$ cat src/sv/mbdlp_pkg.sv
// shared constants and types for the multi-button debounce block
package mbdlp_pkg;

   localparam int BUTTON_COUNT_DEF = 5;
   localparam int FIRST_PIN_DEF    = 1;
   localparam int TIME_WIDTH_DEF   = 32;

   localparam int PORT_WIDTH  = 8;
   localparam int STAMP_WIDTH = 32;
   localparam int INDEX_WIDTH = 3;
   localparam int MASK_WIDTH  = 5;
   localparam int CSR_WIDTH   = 32;
   localparam int ADDR_WIDTH  = 4;
   localparam int REG_SEL_WIDTH = 2;

   localparam logic [REG_SEL_WIDTH-1:0] REG_DEBOUNCE   = 2'd0;
   localparam logic [REG_SEL_WIDTH-1:0] REG_LONG_PRESS = 2'd1;
   localparam logic [REG_SEL_WIDTH-1:0] REG_LONG_EN    = 2'd2;

   localparam logic [CSR_WIDTH-1:0] DEBOUNCE_RESET   = 32'd50;
   localparam logic [CSR_WIDTH-1:0] LONG_PRESS_RESET = 32'd1000;

   localparam logic KIND_PRESS = 1'b0;
   localparam logic KIND_LONG  = 1'b1;

   typedef struct packed {
      logic [CSR_WIDTH-1:0] debounce_ms;
      logic [CSR_WIDTH-1:0] long_press_ms;
      logic                 long_press_enable;
   } mbdlp_cfg_type;

   typedef struct packed {
      logic valid;
      logic kind;
   } mbdlp_event_type;

endpackage

$ cat src/sv/mbdlp_if.sv
// handshake channels for port samples and button events
interface mbdlp_req_if
   import mbdlp_pkg::*;
();
   logic                   valid;
   logic                   ready;
   logic [PORT_WIDTH-1:0]  port_bits;
   logic [STAMP_WIDTH-1:0] now_ms;

   modport source (output valid, port_bits, now_ms, input ready);
   modport sink   (input valid, port_bits, now_ms, output ready);
endinterface

interface mbdlp_rsp_if
   import mbdlp_pkg::*;
();
   logic                   valid;
   logic                   ready;
   logic [INDEX_WIDTH-1:0] button_index;
   logic                   event_kind;
   logic                   last_event;
   logic [MASK_WIDTH-1:0]  pressed_mask;

   modport source (output valid, button_index, event_kind, last_event, pressed_mask,
                   input ready);
   modport sink   (input valid, button_index, event_kind, last_event, pressed_mask,
                   output ready);
endinterface

$ cat src/sv/mbdlp_csr.sv
// configuration registers behind the apb-style port
module mbdlp_csr
   import mbdlp_pkg::*;
(
   input  logic                  clock,
   input  logic                  reset,
   input  logic                  csr_psel,
   input  logic                  csr_penable,
   input  logic                  csr_pwrite,
   input  logic [ADDR_WIDTH-1:0] csr_paddr,
   input  logic [CSR_WIDTH-1:0]  csr_pwdata,
   output logic [CSR_WIDTH-1:0]  csr_prdata,
   output logic                  csr_pready,
   output mbdlp_cfg_type         cfg
);

   logic [CSR_WIDTH-1:0]     debounce_ff, debounce_in;
   logic [CSR_WIDTH-1:0]     long_ms_ff, long_ms_in;
   logic                     enable_ff, enable_in;
   logic                     wr_en;
   logic [REG_SEL_WIDTH-1:0] reg_sel;

   assign csr_pready = 1'b1;
   assign wr_en      = csr_psel && csr_penable && csr_pwrite;
   assign reg_sel    = csr_paddr[ADDR_WIDTH-1:2];

   always_comb begin
      debounce_in = debounce_ff;
      long_ms_in  = long_ms_ff;
      enable_in   = enable_ff;
      csr_prdata  = '0;
      unique case (reg_sel)
         REG_DEBOUNCE: begin
            csr_prdata = debounce_ff;
            if (wr_en) debounce_in = csr_pwdata;
         end
         REG_LONG_PRESS: begin
            csr_prdata = long_ms_ff;
            if (wr_en) long_ms_in = csr_pwdata;
         end
         REG_LONG_EN: begin
            csr_prdata = CSR_WIDTH'(enable_ff);
            if (wr_en) enable_in = csr_pwdata[0];
         end
         default: begin
            csr_prdata = '0;
         end
      endcase
   end

   always_ff @(posedge clock) begin
      if (reset) begin
         debounce_ff <= DEBOUNCE_RESET;
         long_ms_ff  <= LONG_PRESS_RESET;
         enable_ff   <= 1'b0;
      end else begin
         debounce_ff <= debounce_in;
         long_ms_ff  <= long_ms_in;
         enable_ff   <= enable_in;
      end
   end

   assign cfg.debounce_ms       = debounce_ff;
   assign cfg.long_press_ms     = long_ms_ff;
   assign cfg.long_press_enable = enable_ff;

endmodule

$ cat src/sv/mbdlp_lane.sv
// per-button lockout debounce and long-press timer
module mbdlp_lane
   import mbdlp_pkg::*;
#(
   parameter int TIME_WIDTH = TIME_WIDTH_DEF
) (
   input  logic                  clock,
   input  logic                  reset,
   input  logic                  accept,
   input  logic                  raw_pressed,
   input  logic [TIME_WIDTH-1:0] now,
   input  mbdlp_cfg_type         cfg,
   output mbdlp_event_type       evt,
   output logic                  pressed_next
);

   localparam int CMP_WIDTH = (TIME_WIDTH > CSR_WIDTH) ? TIME_WIDTH : CSR_WIDTH;

   logic [TIME_WIDTH-1:0] change_stamp_ff, change_stamp_in;
   logic [TIME_WIDTH-1:0] press_stamp_ff, press_stamp_in;
   logic                  pressed_ff, pressed_in;
   logic                  fired_ff, fired_in;

   logic [TIME_WIDTH-1:0] since_change, since_press;
   logic                  changed, change_ok, long_ok, take_change, take_long;

   // differences wrap modulo the stamp width
   assign since_change = now - change_stamp_ff;
   assign since_press  = now - press_stamp_ff;

   assign changed   = raw_pressed != pressed_ff;
   assign change_ok = CMP_WIDTH'(since_change) >= CMP_WIDTH'(cfg.debounce_ms);
   assign long_ok   = CMP_WIDTH'(since_press) >= CMP_WIDTH'(cfg.long_press_ms);

   assign take_change = changed && change_ok;
   assign take_long   = !changed && pressed_ff && cfg.long_press_enable && !fired_ff
                        && long_ok;

   assign evt.valid    = (take_change && raw_pressed) || take_long;
   assign evt.kind     = take_long ? KIND_LONG : KIND_PRESS;
   assign pressed_next = take_change ? raw_pressed : pressed_ff;

   always_comb begin
      change_stamp_in = change_stamp_ff;
      press_stamp_in  = press_stamp_ff;
      pressed_in      = pressed_ff;
      fired_in        = fired_ff;
      if (accept) begin
         if (take_change) begin
            change_stamp_in = now;
            pressed_in      = raw_pressed;
            if (raw_pressed) begin
               press_stamp_in = now;
               fired_in       = 1'b0;
            end
         end else if (take_long) begin
            fired_in = 1'b1;
         end
      end
   end

   always_ff @(posedge clock) begin
      if (reset) begin
         change_stamp_ff <= '0;
         press_stamp_ff  <= '0;
         pressed_ff      <= 1'b0;
         fired_ff        <= 1'b0;
      end else begin
         change_stamp_ff <= change_stamp_in;
         press_stamp_ff  <= press_stamp_in;
         pressed_ff      <= pressed_in;
         fired_ff        <= fired_in;
      end
   end

endmodule

$ cat src/sv/mbdlp_merge.sv
// gathers lane events and sends them out one word at a time in button order
module mbdlp_merge
   import mbdlp_pkg::*;
#(
   parameter int BUTTON_COUNT = BUTTON_COUNT_DEF
) (
   input  logic                                 clock,
   input  logic                                 reset,
   input  logic                                 accept,
   input  mbdlp_event_type [BUTTON_COUNT-1:0]   evts,
   input  logic [BUTTON_COUNT-1:0]              pressed_next,
   output logic                                 take_ready,
   mbdlp_rsp_if.source                          rsp
);

   logic [BUTTON_COUNT-1:0] pend_ff, pend_in;
   logic [BUTTON_COUNT-1:0] kinds_ff, kinds_in;
   logic [MASK_WIDTH-1:0]   mask_ff, mask_in;

   logic                   rsp_valid_ff, rsp_valid_in;
   logic [INDEX_WIDTH-1:0] idx_ff, idx_in;
   logic                   kind_ff, kind_in;
   logic                   last_ff, last_in;
   logic [MASK_WIDTH-1:0]  omask_ff, omask_in;

   logic [BUTTON_COUNT-1:0] ev_bits, ev_kinds, pick, rest;
   logic [INDEX_WIDTH-1:0]  pick_idx;
   logic [PORT_WIDTH-1:0]   mask_full;
   logic                    out_free, move;

   always_comb begin
      for (int i = 0; i < BUTTON_COUNT; i++) begin
         ev_bits[i]  = evts[i].valid;
         ev_kinds[i] = evts[i].kind;
      end
   end

   // lowest pending button goes first
   always_comb begin
      pick     = '0;
      pick_idx = '0;
      for (int i = BUTTON_COUNT - 1; i >= 0; i--) begin
         if (pend_ff[i]) begin
            pick     = BUTTON_COUNT'(1) << i;
            pick_idx = INDEX_WIDTH'(i);
         end
      end
   end

   assign rest       = pend_ff & ~pick;
   assign out_free   = !rsp_valid_ff || rsp.ready;
   assign move       = out_free && (pend_ff != '0);
   assign take_ready = (pend_ff == '0) || (move && (rest == '0));
   assign mask_full  = PORT_WIDTH'(pressed_next);

   always_comb begin
      pend_in  = move ? rest : pend_ff;
      kinds_in = kinds_ff;
      mask_in  = mask_ff;
      if (accept) begin
         pend_in  = ev_bits;
         kinds_in = ev_kinds;
         mask_in  = mask_full[MASK_WIDTH-1:0];
      end
   end

   always_comb begin
      rsp_valid_in = rsp_valid_ff;
      idx_in       = idx_ff;
      kind_in      = kind_ff;
      last_in      = last_ff;
      omask_in     = omask_ff;
      if (move) begin
         rsp_valid_in = 1'b1;
         idx_in       = pick_idx;
         kind_in      = |(kinds_ff & pick);
         last_in      = rest == '0;
         omask_in     = mask_ff;
      end else if (rsp.ready) begin
         rsp_valid_in = 1'b0;
      end
   end

   always_ff @(posedge clock) begin
      if (reset) begin
         pend_ff      <= '0;
         rsp_valid_ff <= 1'b0;
      end else begin
         pend_ff      <= pend_in;
         rsp_valid_ff <= rsp_valid_in;
      end
   end

   always_ff @(posedge clock) begin
      kinds_ff <= kinds_in;
      mask_ff  <= mask_in;
      idx_ff   <= idx_in;
      kind_ff  <= kind_in;
      last_ff  <= last_in;
      omask_ff <= omask_in;
   end

   assign rsp.valid        = rsp_valid_ff;
   assign rsp.button_index = idx_ff;
   assign rsp.event_kind   = kind_ff;
   assign rsp.last_event   = last_ff;
   assign rsp.pressed_mask = omask_ff;

   a_pick_onehot: assert property (@(posedge clock) disable iff (reset)
      $onehot0(pick))
      else $error("more than one button picked");

   a_move_shows: assert property (@(posedge clock) disable iff (reset)
      move |=> rsp_valid_ff)
      else $error("picked event not shown");

   a_accept_loads: assert property (@(posedge clock) disable iff (reset)
      accept |=> (pend_ff == $past(ev_bits)))
      else $error("pending set not loaded from lanes");

   a_more_pending: assert property (@(posedge clock) disable iff (reset)
      (rsp_valid_ff && !last_ff) |-> (pend_ff != '0))
      else $error("non-final word shown with nothing pending");

endmodule

$ cat src/sv/multi_button_debounce_long_press.sv
// top level: button lanes, event merge and configuration registers
//
// req_chan carries one port sample (port_bits, active low) with its
// millisecond stamp now_ms. Buttons sit on consecutive pins from FIRST_PIN;
// a pin above 7 reads as released. rsp_chan carries one word per event,
// press or long press, in button order, the last word of a sample flagged
// by last_event and every word carrying the debounced pressed_mask.
// A sample that causes no event produces no word.
// A sample's events are held in a pending set when the sample is accepted,
// and each word then moves from there to the output register. Words leave
// one per cycle while rsp_chan is ready, and a sample with no events does not
// hold up the next; the next sample is taken in the cycle the previous
// sample's last word moves to the output register.
// When rsp_chan stalls, pending words wait and req_chan.ready stays low
// until the last of them can move. Reset clears all stamps and flags, drops
// any pending word and loads debounce 50 ms, long press 1000 ms, disabled.
// Configuration writes go through the csr_ port and take effect at once.
module multi_button_debounce_long_press
   import mbdlp_pkg::*;
#(
   parameter int BUTTON_COUNT = BUTTON_COUNT_DEF,
   parameter int FIRST_PIN    = FIRST_PIN_DEF,
   parameter int TIME_WIDTH   = TIME_WIDTH_DEF
) (
   input  logic                  clock,
   input  logic                  reset,
   mbdlp_req_if.sink             req_chan,
   mbdlp_rsp_if.source           rsp_chan,
   input  logic                  csr_psel,
   input  logic                  csr_penable,
   input  logic                  csr_pwrite,
   input  logic [ADDR_WIDTH-1:0] csr_paddr,
   input  logic [CSR_WIDTH-1:0]  csr_pwdata,
   output logic [CSR_WIDTH-1:0]  csr_prdata,
   output logic                  csr_pready
);

   mbdlp_cfg_type                      cfg;
   mbdlp_event_type [BUTTON_COUNT-1:0] evts;
   logic [BUTTON_COUNT-1:0]            pressed_next;
   logic [BUTTON_COUNT-1:0]            raw;
   logic [TIME_WIDTH-1:0]              now;
   logic                               take_ready, accept;

   assign now      = TIME_WIDTH'(req_chan.now_ms);
   assign accept   = req_chan.valid && take_ready;
   assign req_chan.ready = take_ready;

   mbdlp_csr u_csr (
      .clock       (clock),
      .reset       (reset),
      .csr_psel    (csr_psel),
      .csr_penable (csr_penable),
      .csr_pwrite  (csr_pwrite),
      .csr_paddr   (csr_paddr),
      .csr_pwdata  (csr_pwdata),
      .csr_prdata  (csr_prdata),
      .csr_pready  (csr_pready),
      .cfg         (cfg)
   );

   for (genvar i = 0; i < BUTTON_COUNT; i++) begin : g_lane
      if (FIRST_PIN + i < PORT_WIDTH) begin : g_pin
         assign raw[i] = !req_chan.port_bits[FIRST_PIN + i];
      end else begin : g_nopin
         assign raw[i] = 1'b0;
      end

      mbdlp_lane #(
         .TIME_WIDTH (TIME_WIDTH)
      ) u_lane (
         .clock        (clock),
         .reset        (reset),
         .accept       (accept),
         .raw_pressed  (raw[i]),
         .now          (now),
         .cfg          (cfg),
         .evt          (evts[i]),
         .pressed_next (pressed_next[i])
      );
   end

   mbdlp_merge #(
      .BUTTON_COUNT (BUTTON_COUNT)
   ) u_merge (
      .clock        (clock),
      .reset        (reset),
      .accept       (accept),
      .evts         (evts),
      .pressed_next (pressed_next),
      .take_ready   (take_ready),
      .rsp          (rsp_chan)
   );

endmodule
$ cat src/flat_wrapper.sv
// flat-port wrapper written by rule: the top's interface ports become plain ports
module multi_button_debounce_long_press_flat import mbdlp_pkg::*;
#(
   parameter int BUTTON_COUNT = BUTTON_COUNT_DEF,
   parameter int FIRST_PIN    = FIRST_PIN_DEF,
   parameter int TIME_WIDTH   = TIME_WIDTH_DEF
)
  (clock, reset, csr_psel, csr_penable, csr_pwrite, csr_paddr, csr_pwdata, csr_prdata, csr_pready, req_chan_valid, req_chan_port_bits, req_chan_now_ms, req_chan_ready, rsp_chan_valid, rsp_chan_button_index, rsp_chan_event_kind, rsp_chan_last_event, rsp_chan_pressed_mask, rsp_chan_ready);
  mbdlp_req_if req_chan_i ();
  mbdlp_rsp_if rsp_chan_i ();
  input  logic clock;
  input  logic reset;
  input  logic csr_psel;
  input  logic csr_penable;
  input  logic csr_pwrite;
  input  logic [ADDR_WIDTH-1:0] csr_paddr;
  input  logic [CSR_WIDTH-1:0] csr_pwdata;
  output logic [CSR_WIDTH-1:0] csr_prdata;
  output logic csr_pready;
  input wire logic [$bits(req_chan_i.valid)-1:0] req_chan_valid;
  input wire logic [$bits(req_chan_i.port_bits)-1:0] req_chan_port_bits;
  input wire logic [$bits(req_chan_i.now_ms)-1:0] req_chan_now_ms;
  output wire logic [$bits(req_chan_i.ready)-1:0] req_chan_ready;
  output wire logic [$bits(rsp_chan_i.valid)-1:0] rsp_chan_valid;
  output wire logic [$bits(rsp_chan_i.button_index)-1:0] rsp_chan_button_index;
  output wire logic [$bits(rsp_chan_i.event_kind)-1:0] rsp_chan_event_kind;
  output wire logic [$bits(rsp_chan_i.last_event)-1:0] rsp_chan_last_event;
  output wire logic [$bits(rsp_chan_i.pressed_mask)-1:0] rsp_chan_pressed_mask;
  input wire logic [$bits(rsp_chan_i.ready)-1:0] rsp_chan_ready;
  assign req_chan_i.valid = req_chan_valid;
  assign req_chan_i.port_bits = req_chan_port_bits;
  assign req_chan_i.now_ms = req_chan_now_ms;
  assign req_chan_ready = req_chan_i.ready;
  assign rsp_chan_valid = rsp_chan_i.valid;
  assign rsp_chan_button_index = rsp_chan_i.button_index;
  assign rsp_chan_event_kind = rsp_chan_i.event_kind;
  assign rsp_chan_last_event = rsp_chan_i.last_event;
  assign rsp_chan_pressed_mask = rsp_chan_i.pressed_mask;
  assign rsp_chan_i.ready = rsp_chan_ready;
  multi_button_debounce_long_press #(.BUTTON_COUNT(BUTTON_COUNT), .FIRST_PIN(FIRST_PIN), .TIME_WIDTH(TIME_WIDTH)) u_core (.clock(clock), .reset(reset), .req_chan(req_chan_i), .rsp_chan(rsp_chan_i), .csr_psel(csr_psel), .csr_penable(csr_penable), .csr_pwrite(csr_pwrite), .csr_paddr(csr_paddr), .csr_pwdata(csr_pwdata), .csr_prdata(csr_prdata), .csr_pready(csr_pready));
endmodule
$ cat config.mk
export PLATFORM = sky130hd
export DESIGN_NAME = multi_button_debounce_long_press_flat
export DESIGN_NICKNAME = d
export VERILOG_FILES = /design/src/sv/mbdlp_pkg.sv /design/src/sv/mbdlp_if.sv /design/src/sv/mbdlp_csr.sv /design/src/sv/mbdlp_lane.sv /design/src/sv/mbdlp_merge.sv /design/src/sv/multi_button_debounce_long_press.sv /design/src/flat_wrapper.sv
export SDC_FILE = /design/constraint.sdc
export NUM_CORES = 2
export LEC_CHECK = 0
export BUFFER_PORTS_ARGS = -buffer_cell sky130_fd_sc_hd__buf_2
export CAP_MARGIN = 20
export CELL_PAD_IN_SITES_DETAIL_PLACEMENT = 0
export CELL_PAD_IN_SITES_GLOBAL_PLACEMENT = 1
export CORE_MARGIN = 1.5
export CORE_UTILIZATION = 49
export CTS_CLUSTER_SIZE = 20
export DETAILED_ROUTE_END_ITERATION = 10
export GPL_TIMING_DRIVEN = 0
export PLACE_DENSITY_LB_ADDON = 0.1
export SKIP_LAST_GASP = 1
export SLEW_MARGIN = 30
export SYNTH_ARGS = -nofsm -noshare
export SYNTH_HDL_FRONTEND = slang
export SYNTH_HIERARCHICAL = 1
export SYNTH_SLANG_ARGS = --single-unit
$ cat constraint.sdc
create_clock -name clock -period 7.1 [get_ports clock]
set_input_delay 0.71 -clock clock [delete_from_list [all_inputs] [get_ports clock]]
set_output_delay 0.71 -clock clock [all_outputs]
set_load 0.03 [all_outputs]
==> metrics.cfg <==
[min_path]
timing.hold.worst.class = input pin to flip-flop

[synthesis]
synth_area_per_cell_sq_um = 8.12
synth-seq-cells = 421
syn_inst = 5035
synth_edf_count = 20
synth.net_count = 5763
yosys-top-cells-area = dfxtp_1, ha_1, mux2i_1
postSynth.asyncResetShare_pct = 0
synth_commonest_cells = inv_1, ha_1, nor2_1, mux2i_1, dfxtp_1
synth-main-ff-cell = dfxtp_1
yosysUniqueCellTypes = 101
synth.yosys.seq_area_share_pct = 21.1
yosys_warnings = 6
netlist_area_sq_um = 40900
synth.largest_area_cell = dfxtp_1
synth_most_common_cell = inv_1
synth_top_cell_area_share_pct = 19.6

[layout]
multi_input_comb_area_sq_um = 28700
area_delta_synth_final_pct = 9.41
register_area_sq_um = 8630
final_layout_size_suffix_gt1_share_pct = 7.55
finish.cell_count_without_fillers = 6328
design_area_sq_um = 44700
nFillCells = 8048
final_nets = 5940

[route]
drc = 0
drt_first_iter_violations = 1662
num_vias = 35000
route.final.wire_length_um = 123000
viasPerCell = 5.54
drtPass1Iterations = 6
wl_per_cell_um = 19.4
antenna_violating_nets_post_route = 0

[setup_path]
type_of_origin_of_the_critical_path = input pin
worst-setup-path-type = input pin to flip-flop
cp_data_required_time_ns = 7.58
end_kind = flip-flop
worstPathMaxFanout = 15
cp_data_arrival_time_ns = 7.04

[clocking]
clockRootBuffer = clkbuf_16
cts_hold_repair.buffers = 0
cts_buffer_depth = 3
h-tree-depth = 2
cts.sinks = 421
buffers_inserted_by_post_cts_timing_repair = 0
tritoncts = done
cts.clk_slew.worst_paths_ns = 0.06
clock_latency_ns = 0.63
cts_inserted_buffers = 54
cts_resized = 0

[timing]
timing.final.max_slew_violations = 0
hold_viol_final = 0
post-route-period-util_pct = 92.5
setup-violations-final = 0
final_critical_path_setup_slack_ns = 0.534
period_minus_slack_ns = 6.57
relSlewSlack_pct = 30.5
achievable-frequency_mhz = 152
skew_ns = 0.0133
tightestPinTransition_ns = 1.03
grt_setup_unrepaired = no

[grt]
antenna_found_initial = 4
grt_start_max_net_pins = 34
grt_first_pass_wirelength_um = 187000
grt.overflow.total = 0
grt.total_usage_pct = 28.2
grt_pass1_vias = 33800

[placement]
dp_worst_setup_slack_ns = -0.157
place_area_sq_um = 42900
dp_hpwl_um = 99300
place_inst = 6226
io_buffers = 119
finalWeightedCongestion = 0.903

[floorplan]
die_area_sq_um = 85200
die_h_um = 292
core_region_area_sq_um = 82400
floorplan.rows = 105
floorplan.die.width_um = 292
initial_core_util_pct = 49.6
io_pins = 128

[run]
maxCapViolations = 0

[run_status]
outcome = finished clean

[power]
power_density_nw_per_um2 = 232
fin_total_pwr_uw = 10400
total_leakage_power_uw = 0.0207
ir_worst_vdd_v = 0.000204

==> placed cells by master, fill, tap and decap left out, types with 57 or more instances in the layout <==
master     instances
inv_1            726
nand2_1          196
mux2i_1          424
xnor2_1          182
ha_1             635
nor3_1            63
o21ai_0          163
nor2_1           585
nand4_1           96
dfxtp_1          401
a21oi_1          332
nand2b_1         145
buf_2            133
clkbuf_1          57
a21o_1           233
xor2_1            81
clkbuf_16         57
==> worst max-delay path, stage by stage <==
cell	delay [ns]
buf_2	0.23
inv_1	0.22
ha_1	0.21
inv_1	0.05
fa_1	0.40
a21oi_1	0.16
nor2b_1	0.08
o31a_1	0.28
o311ai_0	0.69
nand2_1	0.24
a31oi_1	0.33
o21ai_0	0.20
a31oi_1	0.23
xnor2_1	0.09
ha_1	0.29
nand4_1	0.16
or3_1	0.45
o41ai_2	0.83
a41oi_2	0.54
buf_2	0.39
mux2i_1	0.19
nor2_1	0.05
==> sequential cells by signal, summed over array words and instances (netlist names) <==
register,count
u_core/g_lane.u_lane/fired_ff,5
u_core/u_merge/rsp.pressed_mask,5
u_core/u_merge/rsp.last_event,1
u_core/u_merge/mask_ff,5
u_core/u_merge/rsp.event_kind,1
u_core/g_lane.u_lane/pressed_ff,5
u_core/u_merge/rsp.button_index,3
u_core/u_csr/debounce_ff,32
u_core/u_merge/rsp.valid,1
u_core/u_csr/long_ms_ff,32
u_core/g_lane.u_lane/change_stamp_ff,160
u_core/u_merge/kinds_ff,5
u_core/u_csr/enable_ff,1
u_core/g_lane.u_lane/press_stamp_ff,160
u_core/u_merge/pend_ff,5
==> cell families after synthesis <==
family                     after synthesis  share of synthesized area, %
buffers and inverters                  842                          8.63
and+or+nand+nor                       1313                          15.4
DFF                                    421                          21.1
other                                    1                       0.00918
adders and majority gates              646                          20.0
AOI/OAI and AO/OA                     1121                          18.7
xor gates and xnor gates               263                          5.64
muxes                                  428                          10.5
==> metal layers <==
layer | GRT usage [%] | wire length, um | share of wire, %
met1 | 34.3 | 54000 | 44
met2 | 50.4 | 59100 | 48
met3 | 3.15 | 4710 | 3.8
met4 | 10.9 | 4790 | 3.9
met5 | 0 | 0 | 0
==> metrics by stage <==
| step | utilization, % | hold WS [ns] | TNS (ns) |
|---|---|---|---|
| detailed placement | 52.0 | 0.406 | -7.18 |
| floorplan | - | 0.400 | 0 |
| CTS | 54.3 | 0.310 | 0 |
| global route | 54.3 | 0.345 | 0 |
| global placement | 52.0 | 0.403 | -41.21 |
| finish | 54.3 | 0.358 | 0 |
==> where the power goes <==
group          switching, uW  internal [uW]
clock                   1160           1710
sequential               115           2610
combinational           2690           2070
==> final timing paths <==
check,slack (ns),startpoint,endpoint,cells past startpoint
max,0.53,req_chan_now_ms[0],u_core/g_lane[0].u_lane/change_stamp_ff[3],22
min,0.36,csr_pwdata[4],u_core/u_csr/long_ms_ff[4],3
max reg2reg,0.77,u_core/g_lane[0].u_lane/change_stamp_ff[0],u_core/g_lane[0].u_lane/change_stamp_ff[3],20
min reg2reg,0.42,u_core/u_merge/mask_ff[0],u_core/u_merge/rsp.pressed_mask[0],0
==> area by class of cell <==
cell class / count / area share (%)
antenna: 1 / 0.00560
buffer: 115 / 1.81
clock buffer: 77 / 3.58
clock inverter: 24 / 0.532
inverter: 727 / 6.10
multi-input combinational: 3772 / 64.3
sequential: 421 / 19.3
tap: 1070 / 2.99
timing repair buffer: 121 / 1.40
(Power assumes the default switching activity.)
